$ cat src/rtl/core/esbf_pkg.sv
// ----------------------------------------------------------------------------
// esbf_pkg: shared types and constants for the encoder step recorder
// Opcodes, controller states, output selection and the command and status
// groups between the controller and the datapath.
// ----------------------------------------------------------------------------
package esbf_pkg;

   localparam int FIFO_BYTES_DEF = 16;
   localparam int OP_W           = 2;
   localparam int CNT_W          = 16;
   localparam int TIME_W         = 32;
   localparam int FILL_W         = 8;
   localparam int TICK_SHIFT     = 10;
   localparam int DIV_STEPS      = CNT_W;
   localparam int DIV_CNT_W      = $clog2(DIV_STEPS);

   typedef enum logic [OP_W-1:0] {
      OP_CW    = 2'd0,
      OP_CCW   = 2'd1,
      OP_POP   = 2'd2,
      OP_SPEED = 2'd3
   } op_type;

   typedef enum logic [1:0] {
      ST_IDLE,
      ST_EXEC,
      ST_READ,
      ST_DIV
   } state_type;

   typedef enum logic [2:0] {
      OUT_STEP,
      OUT_EMPTY,
      OUT_POP,
      OUT_SAT,
      OUT_DIV
   } out_sel_type;

   typedef struct packed {
      logic        capture;
      logic        step;
      logic        pop;
      logic        sample;
      logic        div_start;
      logic        div_iter;
      logic        out_load;
      out_sel_type out_sel;
   } cmd_type;

   typedef struct packed {
      op_type op;
      logic   empty;
      logic   div_zero;
   } sts_type;

endpackage

$ cat src/rtl/core/encoder_step_bit_fifo.sv
// ----------------------------------------------------------------------------
// encoder_step_bit_fifo: rotary encoder step recorder with direction FIFO
// Counts steps per direction, queues direction bits, measures step rate.
//
//   channel  ports  payload                                     role
//   req      req_*  opcode, now_ms                              request in
//   rsp      rsp_*  dir_valid, direction, push_dropped, totals,  one response
//                   speed, fill_level                           per request
//
// A step answers from the execute state, a pop from it or after the RAM read
// state, a velocity sample from it or after the 16-bit restoring divider runs.
// One request is in flight at a time; the next is accepted as soon as the
// response register is empty or being drained.
// Synchronous reset clears counters, pointers and the sample history; FIFO
// storage is not cleared. A stalled response holds until taken.
// ----------------------------------------------------------------------------
module encoder_step_bit_fifo #(
   parameter int FIFO_BYTES = esbf_pkg::FIFO_BYTES_DEF
) (
   input  logic                          clock,
   input  logic                          reset,
   input  logic                          req_valid,
   output logic                          req_ready,
   input  logic [esbf_pkg::OP_W-1:0]     req_opcode,
   input  logic [esbf_pkg::TIME_W-1:0]   req_now_ms,
   output logic                          rsp_valid,
   input  logic                          rsp_ready,
   output logic                          rsp_dir_valid,
   output logic                          rsp_direction,
   output logic                          rsp_push_dropped,
   output logic [esbf_pkg::CNT_W-1:0]    rsp_cw_total,
   output logic [esbf_pkg::CNT_W-1:0]    rsp_ccw_total,
   output logic [esbf_pkg::CNT_W-1:0]    rsp_speed,
   output logic [esbf_pkg::FILL_W-1:0]   rsp_fill_level
);
   import esbf_pkg::*;

   cmd_type cmd;
   sts_type sts;

   esbf_ctrl u_ctrl (
      .clock     (clock),
      .reset     (reset),
      .req_valid (req_valid),
      .req_ready (req_ready),
      .rsp_valid (rsp_valid),
      .rsp_ready (rsp_ready),
      .sts       (sts),
      .cmd       (cmd)
   );

   esbf_dp #(
      .FIFO_BYTES (FIFO_BYTES)
   ) u_dp (
      .clock            (clock),
      .reset            (reset),
      .req_opcode       (req_opcode),
      .req_now_ms       (req_now_ms),
      .cmd              (cmd),
      .sts              (sts),
      .rsp_dir_valid    (rsp_dir_valid),
      .rsp_direction    (rsp_direction),
      .rsp_push_dropped (rsp_push_dropped),
      .rsp_cw_total     (rsp_cw_total),
      .rsp_ccw_total    (rsp_ccw_total),
      .rsp_speed        (rsp_speed),
      .rsp_fill_level   (rsp_fill_level)
   );

endmodule

$ cat src/rtl/core/esbf_ram.sv
// ----------------------------------------------------------------------------
// esbf_ram: generic single write, single read RAM
// One write port and one read port with registered read data.
// ----------------------------------------------------------------------------
module esbf_ram #(
   parameter int WIDTH = 1,
   parameter int DEPTH = 128
) (
   input  logic                     clock,
   input  logic                     wr_en,
   input  logic [$clog2(DEPTH)-1:0] wr_addr,
   input  logic [WIDTH-1:0]         wr_data,
   input  logic                     rd_en,
   input  logic [$clog2(DEPTH)-1:0] rd_addr,
   output logic [WIDTH-1:0]         rd_data
);

   logic [WIDTH-1:0] mem [DEPTH];
   logic [WIDTH-1:0] rd_data_ff;

   always_ff @(posedge clock) begin
      if (wr_en) begin
         mem[wr_addr] <= wr_data;
      end
      if (rd_en) begin
         rd_data_ff <= mem[rd_addr];
      end
   end

   assign rd_data = rd_data_ff;

endmodule

$ cat src/rtl/core/esbf_ctrl.sv
// ----------------------------------------------------------------------------
// esbf_ctrl: request sequencer
// Accepts a request, steps the datapath through its operation and owns the
// response handshake.
// ----------------------------------------------------------------------------
module esbf_ctrl (
   input  logic              clock,
   input  logic              reset,
   input  logic              req_valid,
   output logic              req_ready,
   output logic              rsp_valid,
   input  logic              rsp_ready,
   input  esbf_pkg::sts_type sts,
   output esbf_pkg::cmd_type cmd
);
   import esbf_pkg::*;

   state_type            state_ff, state_in;
   logic                 rsp_valid_ff, rsp_valid_in;
   logic [DIV_CNT_W-1:0] cnt_ff, cnt_in;

   always_ff @(posedge clock) begin
      if (reset) begin
         state_ff     <= ST_IDLE;
         rsp_valid_ff <= 1'b0;
         cnt_ff       <= '0;
      end else begin
         state_ff     <= state_in;
         rsp_valid_ff <= rsp_valid_in;
         cnt_ff       <= cnt_in;
      end
   end

   always_comb begin
      state_in  = state_ff;
      cnt_in    = cnt_ff;
      cmd       = '{default: '0, out_sel: OUT_STEP};
      req_ready = 1'b0;
      unique case (state_ff)
         ST_IDLE: begin
            req_ready = !rsp_valid_ff || rsp_ready;
            if (req_valid && req_ready) begin
               cmd.capture = 1'b1;
               state_in    = ST_EXEC;
            end
         end
         ST_EXEC: begin
            unique case (sts.op)
               OP_CW, OP_CCW: begin
                  cmd.step     = 1'b1;
                  cmd.out_load = 1'b1;
                  cmd.out_sel  = OUT_STEP;
                  state_in     = ST_IDLE;
               end
               OP_POP: begin
                  if (sts.empty) begin
                     cmd.out_load = 1'b1;
                     cmd.out_sel  = OUT_EMPTY;
                     state_in     = ST_IDLE;
                  end else begin
                     cmd.pop  = 1'b1;
                     state_in = ST_READ;
                  end
               end
               OP_SPEED: begin
                  cmd.sample = 1'b1;
                  if (sts.div_zero) begin
                     cmd.out_load = 1'b1;
                     cmd.out_sel  = OUT_SAT;
                     state_in     = ST_IDLE;
                  end else begin
                     cmd.div_start = 1'b1;
                     cnt_in        = '0;
                     state_in      = ST_DIV;
                  end
               end
               default: state_in = ST_IDLE;
            endcase
         end
         ST_READ: begin
            cmd.out_load = 1'b1;
            cmd.out_sel  = OUT_POP;
            state_in     = ST_IDLE;
         end
         ST_DIV: begin
            cmd.div_iter = 1'b1;
            cnt_in       = cnt_ff + 1'b1;
            if (cnt_ff == DIV_CNT_W'(DIV_STEPS - 1)) begin
               cmd.out_load = 1'b1;
               cmd.out_sel  = OUT_DIV;
               state_in     = ST_IDLE;
            end
         end
         default: state_in = ST_IDLE;
      endcase

      if (cmd.out_load) begin
         rsp_valid_in = 1'b1;
      end else if (rsp_ready) begin
         rsp_valid_in = 1'b0;
      end else begin
         rsp_valid_in = rsp_valid_ff;
      end
   end

   assign rsp_valid = rsp_valid_ff;

endmodule

$ cat src/rtl/core/esbf_dp.sv
// ----------------------------------------------------------------------------
// esbf_dp: step counters, direction FIFO, velocity divider, response register
// Holds all payload state and executes the commands of the sequencer.
// ----------------------------------------------------------------------------
module esbf_dp #(
   parameter int FIFO_BYTES = esbf_pkg::FIFO_BYTES_DEF
) (
   input  logic                          clock,
   input  logic                          reset,
   input  logic [esbf_pkg::OP_W-1:0]     req_opcode,
   input  logic [esbf_pkg::TIME_W-1:0]   req_now_ms,
   input  esbf_pkg::cmd_type             cmd,
   output esbf_pkg::sts_type             sts,
   output logic                          rsp_dir_valid,
   output logic                          rsp_direction,
   output logic                          rsp_push_dropped,
   output logic [esbf_pkg::CNT_W-1:0]    rsp_cw_total,
   output logic [esbf_pkg::CNT_W-1:0]    rsp_ccw_total,
   output logic [esbf_pkg::CNT_W-1:0]    rsp_speed,
   output logic [esbf_pkg::FILL_W-1:0]   rsp_fill_level
);
   import esbf_pkg::*;

   localparam int CAP    = FIFO_BYTES * 8;
   localparam int PTR_W  = $clog2(CAP);
   localparam int HELD_W = $clog2(CAP + 1);

   // captured request
   op_type              op_ff;
   logic [TIME_W-1:0]   now_ff;

   // architectural state
   logic [PTR_W-1:0]    wr_ff, wr_in;
   logic [PTR_W-1:0]    rd_ff, rd_in;
   logic [HELD_W-1:0]   held_ff, held_in;
   logic [CNT_W-1:0]    cw_ff, cw_in;
   logic [CNT_W-1:0]    ccw_ff, ccw_in;
   logic [CNT_W-1:0]    prev_ff, prev_in;
   logic [TIME_W-1:0]   last_ff, last_in;

   // divider
   logic [CNT_W-1:0]    dsr_ff, dsr_in;
   logic [CNT_W-1:0]    rem_ff, rem_in;
   logic [CNT_W-1:0]    quo_ff, quo_in;
   logic [CNT_W:0]      trial;

   // response register
   logic                dir_valid_ff, dir_valid_in;
   logic                direction_ff, direction_in;
   logic                dropped_ff, dropped_in;
   logic [CNT_W-1:0]    cw_out_ff, ccw_out_ff;
   logic [CNT_W-1:0]    speed_ff, speed_in;
   logic [FILL_W-1:0]   fill_ff;

   logic                full;
   logic                ram_rdata;
   logic [CNT_W-1:0]    total;
   logic [CNT_W-1:0]    delta;
   logic [TIME_W-1:0]   elapsed;
   logic [CNT_W-1:0]    divisor;

   function automatic logic [PTR_W-1:0] next_pos(input logic [PTR_W-1:0] p);
      if (p == PTR_W'(CAP - 1)) begin
         return '0;
      end
      return p + 1'b1;
   endfunction

   assign full    = (held_ff == HELD_W'(CAP));
   assign total   = cw_ff + ccw_ff;
   assign delta   = total - prev_ff;
   assign elapsed = now_ff - last_ff;
   assign divisor = elapsed[TICK_SHIFT +: CNT_W] + 1'b1;

   assign sts.op       = op_ff;
   assign sts.empty    = (held_ff == '0);
   assign sts.div_zero = (divisor == '0);

   esbf_ram #(
      .WIDTH (1),
      .DEPTH (CAP)
   ) u_ram (
      .clock   (clock),
      .wr_en   (cmd.step && !full),
      .wr_addr (wr_ff),
      .wr_data (op_ff == OP_CW),
      .rd_en   (cmd.pop),
      .rd_addr (rd_ff),
      .rd_data (ram_rdata)
   );

   always_ff @(posedge clock) begin
      if (cmd.capture) begin
         op_ff  <= op_type'(req_opcode);
         now_ff <= req_now_ms;
      end
   end

   always_ff @(posedge clock) begin
      if (reset) begin
         wr_ff   <= '0;
         rd_ff   <= '0;
         held_ff <= '0;
         cw_ff   <= '0;
         ccw_ff  <= '0;
         prev_ff <= '0;
         last_ff <= '0;
      end else begin
         wr_ff   <= wr_in;
         rd_ff   <= rd_in;
         held_ff <= held_in;
         cw_ff   <= cw_in;
         ccw_ff  <= ccw_in;
         prev_ff <= prev_in;
         last_ff <= last_in;
      end
   end

   always_comb begin
      wr_in   = wr_ff;
      rd_in   = rd_ff;
      held_in = held_ff;
      cw_in   = cw_ff;
      ccw_in  = ccw_ff;
      prev_in = prev_ff;
      last_in = last_ff;
      if (cmd.step) begin
         if (op_ff == OP_CW) begin
            cw_in = cw_ff + 1'b1;
         end else begin
            ccw_in = ccw_ff + 1'b1;
         end
         if (!full) begin
            wr_in   = next_pos(wr_ff);
            held_in = held_ff + 1'b1;
         end
      end
      if (cmd.pop) begin
         rd_in   = next_pos(rd_ff);
         held_in = held_ff - 1'b1;
      end
      if (cmd.sample) begin
         prev_in = total;
         last_in = now_ff;
      end
   end

   // restoring division, one quotient bit per cycle
   always_comb begin
      trial  = {rem_ff, quo_ff[CNT_W-1]} - {1'b0, dsr_ff};
      dsr_in = dsr_ff;
      rem_in = rem_ff;
      quo_in = quo_ff;
      if (cmd.div_start) begin
         dsr_in = divisor;
         rem_in = '0;
         quo_in = delta;
      end else if (cmd.div_iter) begin
         if (trial[CNT_W]) begin
            rem_in = {rem_ff[CNT_W-2:0], quo_ff[CNT_W-1]};
         end else begin
            rem_in = trial[CNT_W-1:0];
         end
         quo_in = {quo_ff[CNT_W-2:0], !trial[CNT_W]};
      end
   end

   always_ff @(posedge clock) begin
      dsr_ff <= dsr_in;
      rem_ff <= rem_in;
      quo_ff <= quo_in;
   end

   always_comb begin
      dir_valid_in = 1'b0;
      direction_in = 1'b0;
      dropped_in   = 1'b0;
      speed_in     = '0;
      unique case (cmd.out_sel)
         OUT_STEP:  dropped_in = full;
         OUT_EMPTY: dir_valid_in = 1'b0;
         OUT_POP: begin
            dir_valid_in = 1'b1;
            direction_in = ram_rdata;
         end
         OUT_SAT:   speed_in = '1;
         OUT_DIV:   speed_in = quo_in;
         default:   speed_in = '0;
      endcase
   end

   always_ff @(posedge clock) begin
      if (cmd.out_load) begin
         dir_valid_ff <= dir_valid_in;
         direction_ff <= direction_in;
         dropped_ff   <= dropped_in;
         cw_out_ff    <= cw_in;
         ccw_out_ff   <= ccw_in;
         speed_ff     <= speed_in;
         fill_ff      <= FILL_W'(held_in);
      end
   end

   assign rsp_dir_valid    = dir_valid_ff;
   assign rsp_direction    = direction_ff;
   assign rsp_push_dropped = dropped_ff;
   assign rsp_cw_total     = cw_out_ff;
   assign rsp_ccw_total    = ccw_out_ff;
   assign rsp_speed        = speed_ff;
   assign rsp_fill_level   = fill_ff;

endmodule

$ cat config.mk
export PLATFORM = sky130hd
export DESIGN_NAME = encoder_step_bit_fifo
export DESIGN_NICKNAME = d
export VERILOG_FILES = /design/src/rtl/core/esbf_pkg.sv /design/src/rtl/core/encoder_step_bit_fifo.sv /design/src/rtl/core/esbf_ram.sv /design/src/rtl/core/esbf_ctrl.sv /design/src/rtl/core/esbf_dp.sv
export SDC_FILE = /design/constraint.sdc
export NUM_CORES = 1
export LEC_CHECK = 0
export BUFFER_PORTS_ARGS = -buffer_cell sky130_fd_sc_hd__buf_2
export CELL_PAD_IN_SITES_DETAIL_PLACEMENT = 0
export CELL_PAD_IN_SITES_GLOBAL_PLACEMENT = 1
export CORE_ASPECT_RATIO = 2
export CORE_MARGIN = 2
export CORE_UTILIZATION = 47
export DETAILED_ROUTE_END_ITERATION = 6
export GPL_TIMING_DRIVEN = 0
export PLACE_DENSITY_LB_ADDON = 0.1
export SLEW_MARGIN = 30
export SYNTH_ARGS = -nofsm -noshare
export SYNTH_HDL_FRONTEND = slang
export SYNTH_HIERARCHICAL = 1
export SYNTH_SLANG_ARGS = --single-unit
$ cat constraint.sdc
create_clock -name clock -period 10.6 [get_ports clock]
set_input_delay 0.53 -clock clock [delete_from_list [all_inputs] [get_ports clock]]
set_output_delay 0.53 -clock clock [all_outputs]
set_load 0.02 [all_outputs]
==> results_dict.tcl, run 1 <==
set metrics [dict create \
    ys_seq_area_share_pct 51.5 \
    grt_pass1_wl_um 72700 \
    worstSetupEndpointType "flip-flop" \
    ys_ff_latch 367 \
    core_sq_um 39400 \
    cts_root_buf "clkbuf_16" \
    postPlaceCellArea_sq_um 20000 \
    setup_tns_ps 0 \
    drt_pass1_iterations 5 \
    leakagePower_nw 7.67 \
    postCtsResizedCells 0 \
    swShare_pct 26.1 \
    hpwl_um 35100 \
    crit_family "compound AO/OA/AOI/OAI gates" \
    critPathBufInv 3 \
    synth_ff_type "edfxtp_1" \
    synthTopCellsByArea "edfxtp_1 37%, dfxtp_1 14%, ha_1 5.3%" \
    synth_top_cell_area_share_pct 37.1 \
    ir_drop_v 0.000161 \
    holdPathStages 1 \
    hold_violations 0 \
    start_util_pct 47.6 \
    finClkSkew_ps 28.6 \
    largest_register_ff_count 128 \
    avgSynthCellArea_sq_um 10.9 \
    cts_inserted_buffers 36 \
    startpoint "u_dp/now_ff[10]" \
    fmax_ghz 0.159 \
    grtUsageMet2_pct 46.3 \
    crit_chain "ha_1 > a21oi_1 > o21ai_0 > a221o_1 > or2_4 > o21ai_4 > a31oi_2 > o2111a_1 > or4_4 > a2111oi_0 > or4b_1 > nor4_2 > or3_4 > inv_1 > clkbuf_1 > clkbuf_1 > o21ai_0 > o21a_1 > a21bo_2" \
    finalPower_mw 3.57 \
    r2r_slack_ps 4300 \
    maxSlewViolCount 0 \
    synthArstFlopShare_pct 0 \
    post-cts-setup-buffer-count 0 \
    die_w_um 145 \
    h-tree-depth 2 \
    drv_cap 0 \
    reg_top3 "u_dp/u_ram/mem (128), u_dp/last_ff (26), u_dp/now_ff (26)" \
    synth_edf_count 232 \
    power_frac_clock_pct 38.7 \
    drt-initial-drc-count 585 \
    final_antenna_net_count 0 \
    p_seq_share_pct 46.3 \
    pwr-share-comb_pct 15.0 \
    grt_use_total_pct 22.2 \
    wirelength_um 46300 \
    synth.top_cells.by_count "255 x nor2_1, 232 x edfxtp_1, 135 x dfxtp_1" \
    ioPinCount 99 \
    cts_tree "yes" \
    gp_congestion 0.825 \
    grt_pass1_vias 13500 \
    insertion_delay_ps 540 \
    grt-busiest-layer "met2" \
    row_count 103 \
    pwr_density_cell_nw_per_um2 168 \
    fin_area_sq_um 21300 \
    use_met3_pct 2.19 \
    finalCriticalPeriod_ps 6300 \
    grt_start_max_net_pins 60 \
    max_stage_delay_ps 540 \
    fill_cells 3579 \
    antenna_found_initial 0 \
    syn-cell-area_sq_um 18800 \
    clock-sinks 367 \
    cts.clk_slew.worst_paths_ps 60 \
    synth.largest_area_cell "edfxtp_1" \
    timing.hold.ws_ps 162 \
    critPathSlowestCell "inv_1" \
    r2r_cells 19 \
    nNetsFinal 1978 \
    die_y_um 287 \
    drcViolationCount 0 \
    port_buffers 92 \
    critPathRequiredTime_ps 10870 \
    clock_path_buffers 3 \
    status "complete, no violations" \
    wl_per_cell_um 19.2 \
    grt_use_met1_pct 22.0 \
    slew_headroom_pct 39.3 \
    hold_class "in -> reg" \
    crit_cells 19 \
    r2r_end "u_dp/rsp_speed[8]" \
    syn_inst 1722 \
    p_int_mw 2.64 \
    finalCritPeriodShare_pct 59.4 \
    die_area_sq_um 41700 \
    ys_warn_count 6 \
    crit_arrival_ps 6570 \
    crit_end "u_dp/rsp_speed[8]" \
    p_switching_mw 0.933 \
    area.growth.synth_to_final_pct 13.4 \
    worst_pin_slew_ps 911 \
    critPathLaunchType "flip-flop" \
    synth.most_common_cell "nor2_1" \
    rsz0062_at_grt "false" \
    grt_overflow 0 \
    largest_register "u_dp/u_ram/mem" \
    synth_cell_types 88 \
    vias 13200 \
    drive_above_1_share_pct 12.8 \
    synth_fp_nets 1843 \
    crit_type "reg -> reg" \
    crit_fanout 17 \
    holdBufCountCts 0 \
    finalSetupViolations 0 \
    viasPerCell 5.47 \
    reg2reg_from "u_dp/now_ff[10]" \
]
cells in the final DEF (no fill, tap or decap), drive strengths merged, types with 9 or more instances in the layout:
master	n
nor3	27
nor4	9
or2	10
nand2	92
clkbuf	94
buf	113
mux2i	78
nand4	25
xnor2	61
nand3	49
a21oi	59
nor2b	29
o21ai	56
nand3b	16
and3	14
or3	11
xor2	43
edfxtp	232
inv	95
a21bo	10
a31oi	17
dfxtp	135
ha	80
nor2	255
a21o	10
and2	54
clkinv	13
a211oi	26
mux4	33
nand2b	18
cell type report:
class	count	area (sq um)	share of cell area, %
flip-flops and latches	367	9670	45.4
multi-input cells	1194	8470	39.8
clock buffers	43	980	4.60
well taps	525	657	3.08
repair buffers	97	586	2.75
inverters	94	353	1.66
clock inverters	23	287	1.35
plain buffers	67	285	1.34
diodes	1	2.50	0.0118
per-stage QoR:
stage	std cells	setup slack [ps]	util, %
after global placement	2339	3030	50.4
after detailed placement	2344	4330	50.8
after floorplan	1722	5440	-
final	2411	4300	54.0
after global routing	2410	3800	54.0
after CTS	2410	4280	54.0
power by group through the flow:
| stage | registers, mW | logic [mW] | clock network (mW) |
|---|---|---|---|
| 2_1_floorplan | 1.70 | 0.372 | 0 |
| 3_3_place_gp | 1.69 | 0.520 | 0 |
| 3_5_place_dp | 1.69 | 0.540 | 0 |
| 4_1_cts | 1.65 | 0.542 | 1.42 |
| 5_1_grt | 1.66 | 0.595 | 1.46 |
| 6_report | 1.65 | 0.537 | 1.38 |
worst min-delay path by stage:
stage / from / endpoint / slack, ps
after floorplan: u_dp/last_ff[0] / u_dp/last_ff[0] / 450
after global placement: u_dp/last_ff[0] / u_dp/last_ff[0] / 470
after detailed placement: u_dp/prev_ff[4] / u_dp/prev_ff[4] / 480
after CTS: req_now_ms[6] / u_dp/now_ff[6] / 140
after global routing: req_now_ms[6] / u_dp/now_ff[6] / 140
final: req_now_ms[6] / u_dp/now_ff[6] / 160
cell families after synthesis:
| logic type | count (synthesis) | share of synthesized area [%] |
|---|---|---|
| and+or+nand+nor | 638 | 16.8 |
| DFF | 367 | 51.5 |
| AOI/OAI and AO/OA | 252 | 9.06 |
| buffers and inverters | 161 | 3.40 |
| muxes | 116 | 8.56 |
| xor gates and xnor gates | 105 | 5.01 |
| adders and majority gates | 83 | 5.65 |
per-layer routing:
| metal | part of all wire (%) | vias to the layer above |
|---|---|---|
| met3 | 2.7 | 77 |
| met1 | 35 | 6395 |
| met2 | 58 | 242 |
| li1 | - | 6480 |
| met4 | 3.6 | 0 |
| met5 | 0 | - |
(Power assumes the default switching activity.)
==> run 2: changes to the inputs <==
--- a/config.mk
+++ b/config.mk
@@ -10,7 +10,7 @@
 export CELL_PAD_IN_SITES_GLOBAL_PLACEMENT = 1
 export CORE_ASPECT_RATIO = 2
 export CORE_MARGIN = 2
-export CORE_UTILIZATION = 47
+export CORE_UTILIZATION = 45
 export DETAILED_ROUTE_END_ITERATION = 6
 export GPL_TIMING_DRIVEN = 0
 export PLACE_DENSITY_LB_ADDON = 0.1
==> constraint.sdc (replaced) <==
create_clock -name clock -period 5.4 [get_ports clock]
set_input_delay 0.27 -clock clock [delete_from_list [all_inputs] [get_ports clock]]
set_output_delay 0.27 -clock clock [all_outputs]
set_load 0.02 [all_outputs]
==> run 2 against run 1 <==
  * The flow now finishes with violations (DRC)
  * Combinational power rose by 110%
  * Via count increased by 1.3%
  * Highest routed layer unchanged
  * Critical path depth decreased by 1
  * Count of clock-buffer cells in the layout unchanged
  * Hold slack worse by 110 ps
==> results_dict.tcl, run 2 (same netlist as run 1, synthesis figures left out) <==
set metrics [dict create \
    status "finished, violations left" \
    violations "DRC" \
    pwr-share-comb_pct 16.1 \
    drt-initial-drc-count 565 \
    grt-busiest-layer "met2" \
    nNetsFinal 2013 \
    finalSetupViolations 0 \
    critPathRequiredTime_ps 5680 \
    grt_use_met1_pct 21.6 \
    critPathLaunchType "flip-flop" \
    antenna_found_initial 0 \
    gp_congestion 0.838 \
    hpwl_um 35900 \
    row_count 105 \
    final_antenna_net_count 0 \
    die_w_um 148 \
    final_cell_mix "253 x nor2_1, 232 x edfxtp_1, 135 x dfxtp_1" \
    viasPerCell 5.44 \
    holdPathStages 2 \
    hp-start "reset" \
    antenna_cells 0 \
    largest_register_ff_count 128 \
    use_met3_pct 2.20 \
    cts.clk_slew.worst_paths_ps 70 \
    clock-sinks 367 \
    grt_start_max_net_pins 60 \
    finClkSkew_ps 26.6 \
    r2r_cells 18 \
    hold_class "in -> reg" \
    core_sq_um 41100 \
    start_util_pct 45.7 \
    maxSlewViolCount 0 \
    finalCriticalPeriod_ps 5220 \
    ir_drop_v 0.000327 \
    grt_overflow 0 \
    fin_util_pct 52.9 \
    leakagePower_nw 7.84 \
    p_int_mw 5.11 \
    ioPinCount 99 \
    crit_type "reg -> reg" \
    wirelength_um 47500 \
    power_frac_clock_pct 37.3 \
    fmax_ghz 0.192 \
    p_seq_share_pct 46.5 \
    crit_arrival_ps 5500 \
    vias 13400 \
    hold_violations 0 \
    grt_pass1_vias 13600 \
    die_area_sq_um 43500 \
    grt_use_total_pct 21.8 \
    grt_pass1_wl_um 73400 \
    cts_inserted_buffers 36 \
    finalCritPeriodShare_pct 96.7 \
    p_switching_mw 1.87 \
    reg2reg_from "u_dp/now_ff[11]" \
    min_to "u_ctrl/state_ff[0]" \
    wl_per_cell_um 19.3 \
    pwr_density_cell_nw_per_um2 321 \
    largest_register "u_dp/u_ram/mem" \
    insertion_delay_ps 540 \
    drv_cap 0 \
    cts_root_buf "clkbuf_16" \
    finalPower_mw 6.98 \
    area.growth.synth_to_final_pct 16.0 \
    r2r_slack_ps 180 \
    h-tree-depth 2 \
    grtUsageMet2_pct 44.8 \
    worst_pin_slew_ps 848 \
    swShare_pct 26.8 \
    drive_above_1_share_pct 14.4 \
    layout_commonest_cell "nor2_1" \
    drcViolationCount 4 \
    slew_headroom_pct 42.0 \
    port_buffers 92 \
    crit_fanout 10 \
    cts_tree "yes" \
    die_y_um 293 \
    clock_path_buffers 3 \
    worstSetupEndpointType "flip-flop" \
    r2r_end "u_dp/rsp_speed[7]" \
    reg_top3 "u_dp/u_ram/mem (128), u_dp/last_ff (26), u_dp/now_ff (26)" \
    drt_pass1_iterations 7 \
]
==> run 2: worst max-delay path, cell delays in order (launching register included) <==
cell and delay [ps]:
edfxtp_1 410, ha_1 440, and4_4 260, a221o_1 340, or2_4 280, o21ai_4 260, a31oi_4 140, o2111a_1 280
or4_4 520, o311ai_2 100, or4b_4 510, nor4_4 210, buf_4 190, or3_4 160, clkinvlp_4 160, buf_4 220
nand2_1 110, o21ai_0 130, a21bo_2 230
==> run 2: timing repair <==
item,CTS,global route
resized for setup,20,36
hold buffers,28,0
endpoints found under the setup margin,107,94
endpoints found under the hold margin,28,0
gates cloned,0,1
setup buffers,3,5
pin swaps,2,4
==> run 2: metrics by stage <==
step | std cells | cell area [sq um] | setup TNS, ps | worst slack (ps) | hold WS [ps]
2_1_floorplan | 1722 | 18800 | 0 | 245 | 336
3_3_place_gp | 2349 | 19900 | -327470 | -2100 | 447
3_5_place_dp | 2353 | 20000 | -67070 | -864 | 448
4_1_cts | 2449 | 21600 | 0 | 14.1 | 18.9
5_1_grt | 2455 | 21800 | -13.4 | -11.8 | 50.8
6_report | 2455 | 21800 | 0 | 179 | 51.3
==> run 2: routing by layer <==
layer | wire [um] | part of all wire (%)
met5 | 0 | 0
met2 | 27900 | 59
met3 | 1160 | 2.4
met1 | 16700 | 35
met4 | 1790 | 3.8
==> run 2: final cells by class <==
cell class	count	area [sq um]
tap	535	669
clock inverter	23	248
fill	3696	19400
timing repair buffer	133	931
sequential	367	9670
inverter	94	357
buffer	66	320
clock buffer	43	970
multi-input combinational	1194	8610
==> run 2: power groups by stage <==
stage,registers (mW),clock network (mW),logic (mW)
2_1_floorplan,3.34,0,0.731
3_3_place_gp,3.32,0,1.03
3_5_place_dp,3.31,0,1.07
4_1_cts,3.25,2.69,1.11
5_1_grt,3.26,2.77,1.24
6_report,3.25,2.61,1.13
==> run 2: worst max path at each step <==
stage                     from                    end  slack [ps]  cells after the start
2_1_floorplan    u_dp/op_ff[1]  u_dp/rsp_cw_total[15]         240                      6
3_3_place_gp     u_dp/op_ff[1]         u_dp/cw_ff[15]       -2100                      7
3_5_place_dp   u_dp/now_ff[10]      u_dp/rsp_speed[8]        -860                     19
4_1_cts        u_dp/now_ff[10]      u_dp/rsp_speed[5]          10                     19
5_1_grt        u_dp/now_ff[12]     u_dp/rsp_speed[14]         -10                     21
6_report       u_dp/now_ff[11]      u_dp/rsp_speed[7]         180                     18
==> run 3: changes to the inputs <==
--- a/config.mk
+++ b/config.mk
@@ -14,6 +14,7 @@
 export DETAILED_ROUTE_END_ITERATION = 6
 export GPL_TIMING_DRIVEN = 0
 export PLACE_DENSITY_LB_ADDON = 0.1
+export REMOVE_ABC_BUFFERS = 1
 export SLEW_MARGIN = 30
 export SYNTH_ARGS = -nofsm -noshare
 export SYNTH_HDL_FRONTEND = slang
==> run 3 against run 2 <==
  * The run now ends clean
  * Largest cell class unchanged
  * Sequential share of layout area decreased by 0.081 points
  * Combinational power about the same
  * Final cell count decreased by 2.2%
  * Count of clock-buffer cells in the layout increased by 8
  * Setup slack improved by 53 ps
  * Clock power increased by 2%
  * Hold slack improved by 29 ps
  * Critical path depth decreased by 2
  * Via count decreased by 2.9%
  * Power increased by 0.82%
  * Routed wire length decreased by 7.5%
==> results_dict.tcl, run 3 (same netlist as run 1, synthesis figures left out) <==
set metrics [dict create \
    r2r_slack_ps 230 \
    critPathSlowestCell "or4_4" \
    drcViolationCount 0 \
    status "complete, no violations" \
    ir_drop_v 0.000270 \
    cts_tree "yes" \
    grt_pass1_vias 13400 \
    fill_cells 3728 \
    h-tree-depth 2 \
    critPathRequiredTime_ps 5640 \
    start_util_pct 45.7 \
    finalSetupViolations 0 \
    wirelength_um 43900 \
    r2r_cells 16 \
    max_stage_delay_ps 510 \
    place_ws_ps -433 \
    worstSetupEndpointType "flip-flop" \
    clock-sinks 367 \
    die_area_sq_um 43500 \
    drive_above_1_share_pct 15.3 \
    pwr-share-comb_pct 16.0 \
    largest_register_ff_count 128 \
    layout_commonest_cell "nor2_1" \
    crit_arrival_ps 5410 \
    crit_path_frequent_cell "a221o_1" \
    power_frac_clock_pct 37.6 \
    swShare_pct 26.5 \
    crit_fanout 23 \
    pwr_density_cell_nw_per_um2 323 \
    r2r_end "u_dp/rsp_speed[5]" \
    p_int_mw 5.18 \
    row_count 105 \
    finalPower_mw 7.04 \
    nNetsFinal 1959 \
    antenna_cells 0 \
    final_cell_mix "252 x nor2_1, 232 x edfxtp_1, 132 x dfxtp_1" \
    hold_violations 0 \
    grt_use_total_pct 20.4 \
    reg_top3 "u_dp/u_ram/mem (128), u_dp/last_ff (26), u_dp/now_ff (26)" \
    reg2reg_from "u_dp/now_ff[10]" \
    die_w_um 148 \
    wl_per_cell_um 18.3 \
    crit_type "reg -> reg" \
    crit_family "compound AO/OA/AOI/OAI gates" \
    slew_headroom_pct 35.0 \
    finalCriticalPeriod_ps 5170 \
    fin_util_pct 53.1 \
    p_seq_share_pct 46.3 \
    vias 13000 \
    hold_class "in -> reg" \
    critPathLaunchType "flip-flop" \
    worst_pin_slew_ps 972 \
    timing.final.ws_setup_ps 233 \
    grt_overflow 0 \
    core_sq_um 41100 \
    cts.clk_slew.worst_paths_ps 60 \
    area.growth.synth_to_final_pct 16.2 \
    largest_register "u_dp/u_ram/mem" \
    p_switching_mw 1.87 \
    die_y_um 293 \
    crit_chain "ha_4 > a21oi_2 > o21ai_1 > a221o_1 > or2_4 > o21ai_4 > a31oi_4 > o2111a_1 > or4_4 > o311ai_2 > or4b_4 > nor4_4 > mux2i_1 > a221o_1 > inv_6 > clkbuf_16" \
    viasPerCell 5.41 \
    setup_tns_ps 0 \
    hpwl_um 31300 \
    drt_pass1_iterations 5 \
    cts_root_buf "clkbuf_16" \
    fmax_ghz 0.194 \
    postPlaceCellArea_sq_um 20000 \
    hp-start "rsp_ready" \
    stdcell_count 2402 \
    port_buffers 92 \
    ioPinCount 99 \
    insertion_delay_ps 560 \
    rsz0062_at_grt "false" \
    finalCritPeriodShare_pct 95.7 \
    critPathBufInv 2 \
    dp.cells 2297 \
    leakagePower_nw 7.83 \
    drt-initial-drc-count 464 \
    min_to "u_ctrl/rsp_valid" \
    gp_congestion 0.771 \
    finClkSkew_ps 33.8 \
    clock_path_buffers 3 \
    grt_pass1_wl_um 69800 \
    antenna_found_initial 1 \
    timing.hold.ws_ps 80.0 \
    drv_cap 0 \
    final_antenna_net_count 0 \
    cts_inserted_buffers 37 \
    fin_area_sq_um 21800 \
    grt_start_max_net_pins 62 \
    holdPathStages 3 \
    maxSlewViolCount 0 \
]
run 3: power groups by stage:
stage / Clock [mW] / Combinational [mW] / Sequential (mW)
6_report: 2.65 / 1.13 / 3.26
4_1_cts: 2.73 / 1.09 / 3.27
3_3_place_gp: 0 / 1.01 / 3.33
2_1_floorplan: 0 / 0.715 / 3.34
5_1_grt: 2.83 / 1.25 / 3.28
3_5_place_dp: 0 / 1.06 / 3.32
run 3: area by class of cell:
class,count,area (sq um),share of cell area (%)
clock inverter,17,189,0.866
multi-input combinational,1194,8700,39.9
tap,535,669,3.07
timing repair buffer,144,1160,5.31
clock buffer,51,1060,4.86
sequential,367,9680,44.3
inverter,94,373,1.71
run 3: tightest hold or removal path: stages:
cell and delay (ps):
buf_2 70, nand2b_1 140, a21oi_1 80
run 3: routing by layer:
metal	share of wire [%]	track usage, %	vias to the layer above
met5	0.020	0	-
met4	3.9	8.25	2
met3	2.4	2.23	86
met2	56	40.6	185
met1	38	21.3	6296
li1	-	-	6414
run 3: worst max path at each step:
stage / from / to / slack (ps) / cells past startpoint
floorplan: u_dp/now_ff[12] / u_dp/rsp_speed[14] / -190 / 18
global placement: u_dp/op_ff[1] / u_dp/cw_ff[7] / -1910 / 7
detailed placement: u_dp/now_ff[2] / u_dp/rsp_speed[12] / -430 / 19
CTS: u_dp/now_ff[2] / u_dp/rsp_speed[12] / 5 / 20
global route: u_dp/now_ff[8] / u_dp/rsp_speed[5] / 7 / 16
finish: u_dp/now_ff[10] / u_dp/rsp_speed[5] / 230 / 16
run 3: what timing repair did:
item                                    in CTS  in global routing
buffers inserted                             1                  7
pin swaps                                    0                 10
gates resized for setup                     11                 34
gates cloned                                 0                  1
endpoints found under the setup margin      78                 66
hold buffers                                29                  0
hold endpoints to repair                    29                  0
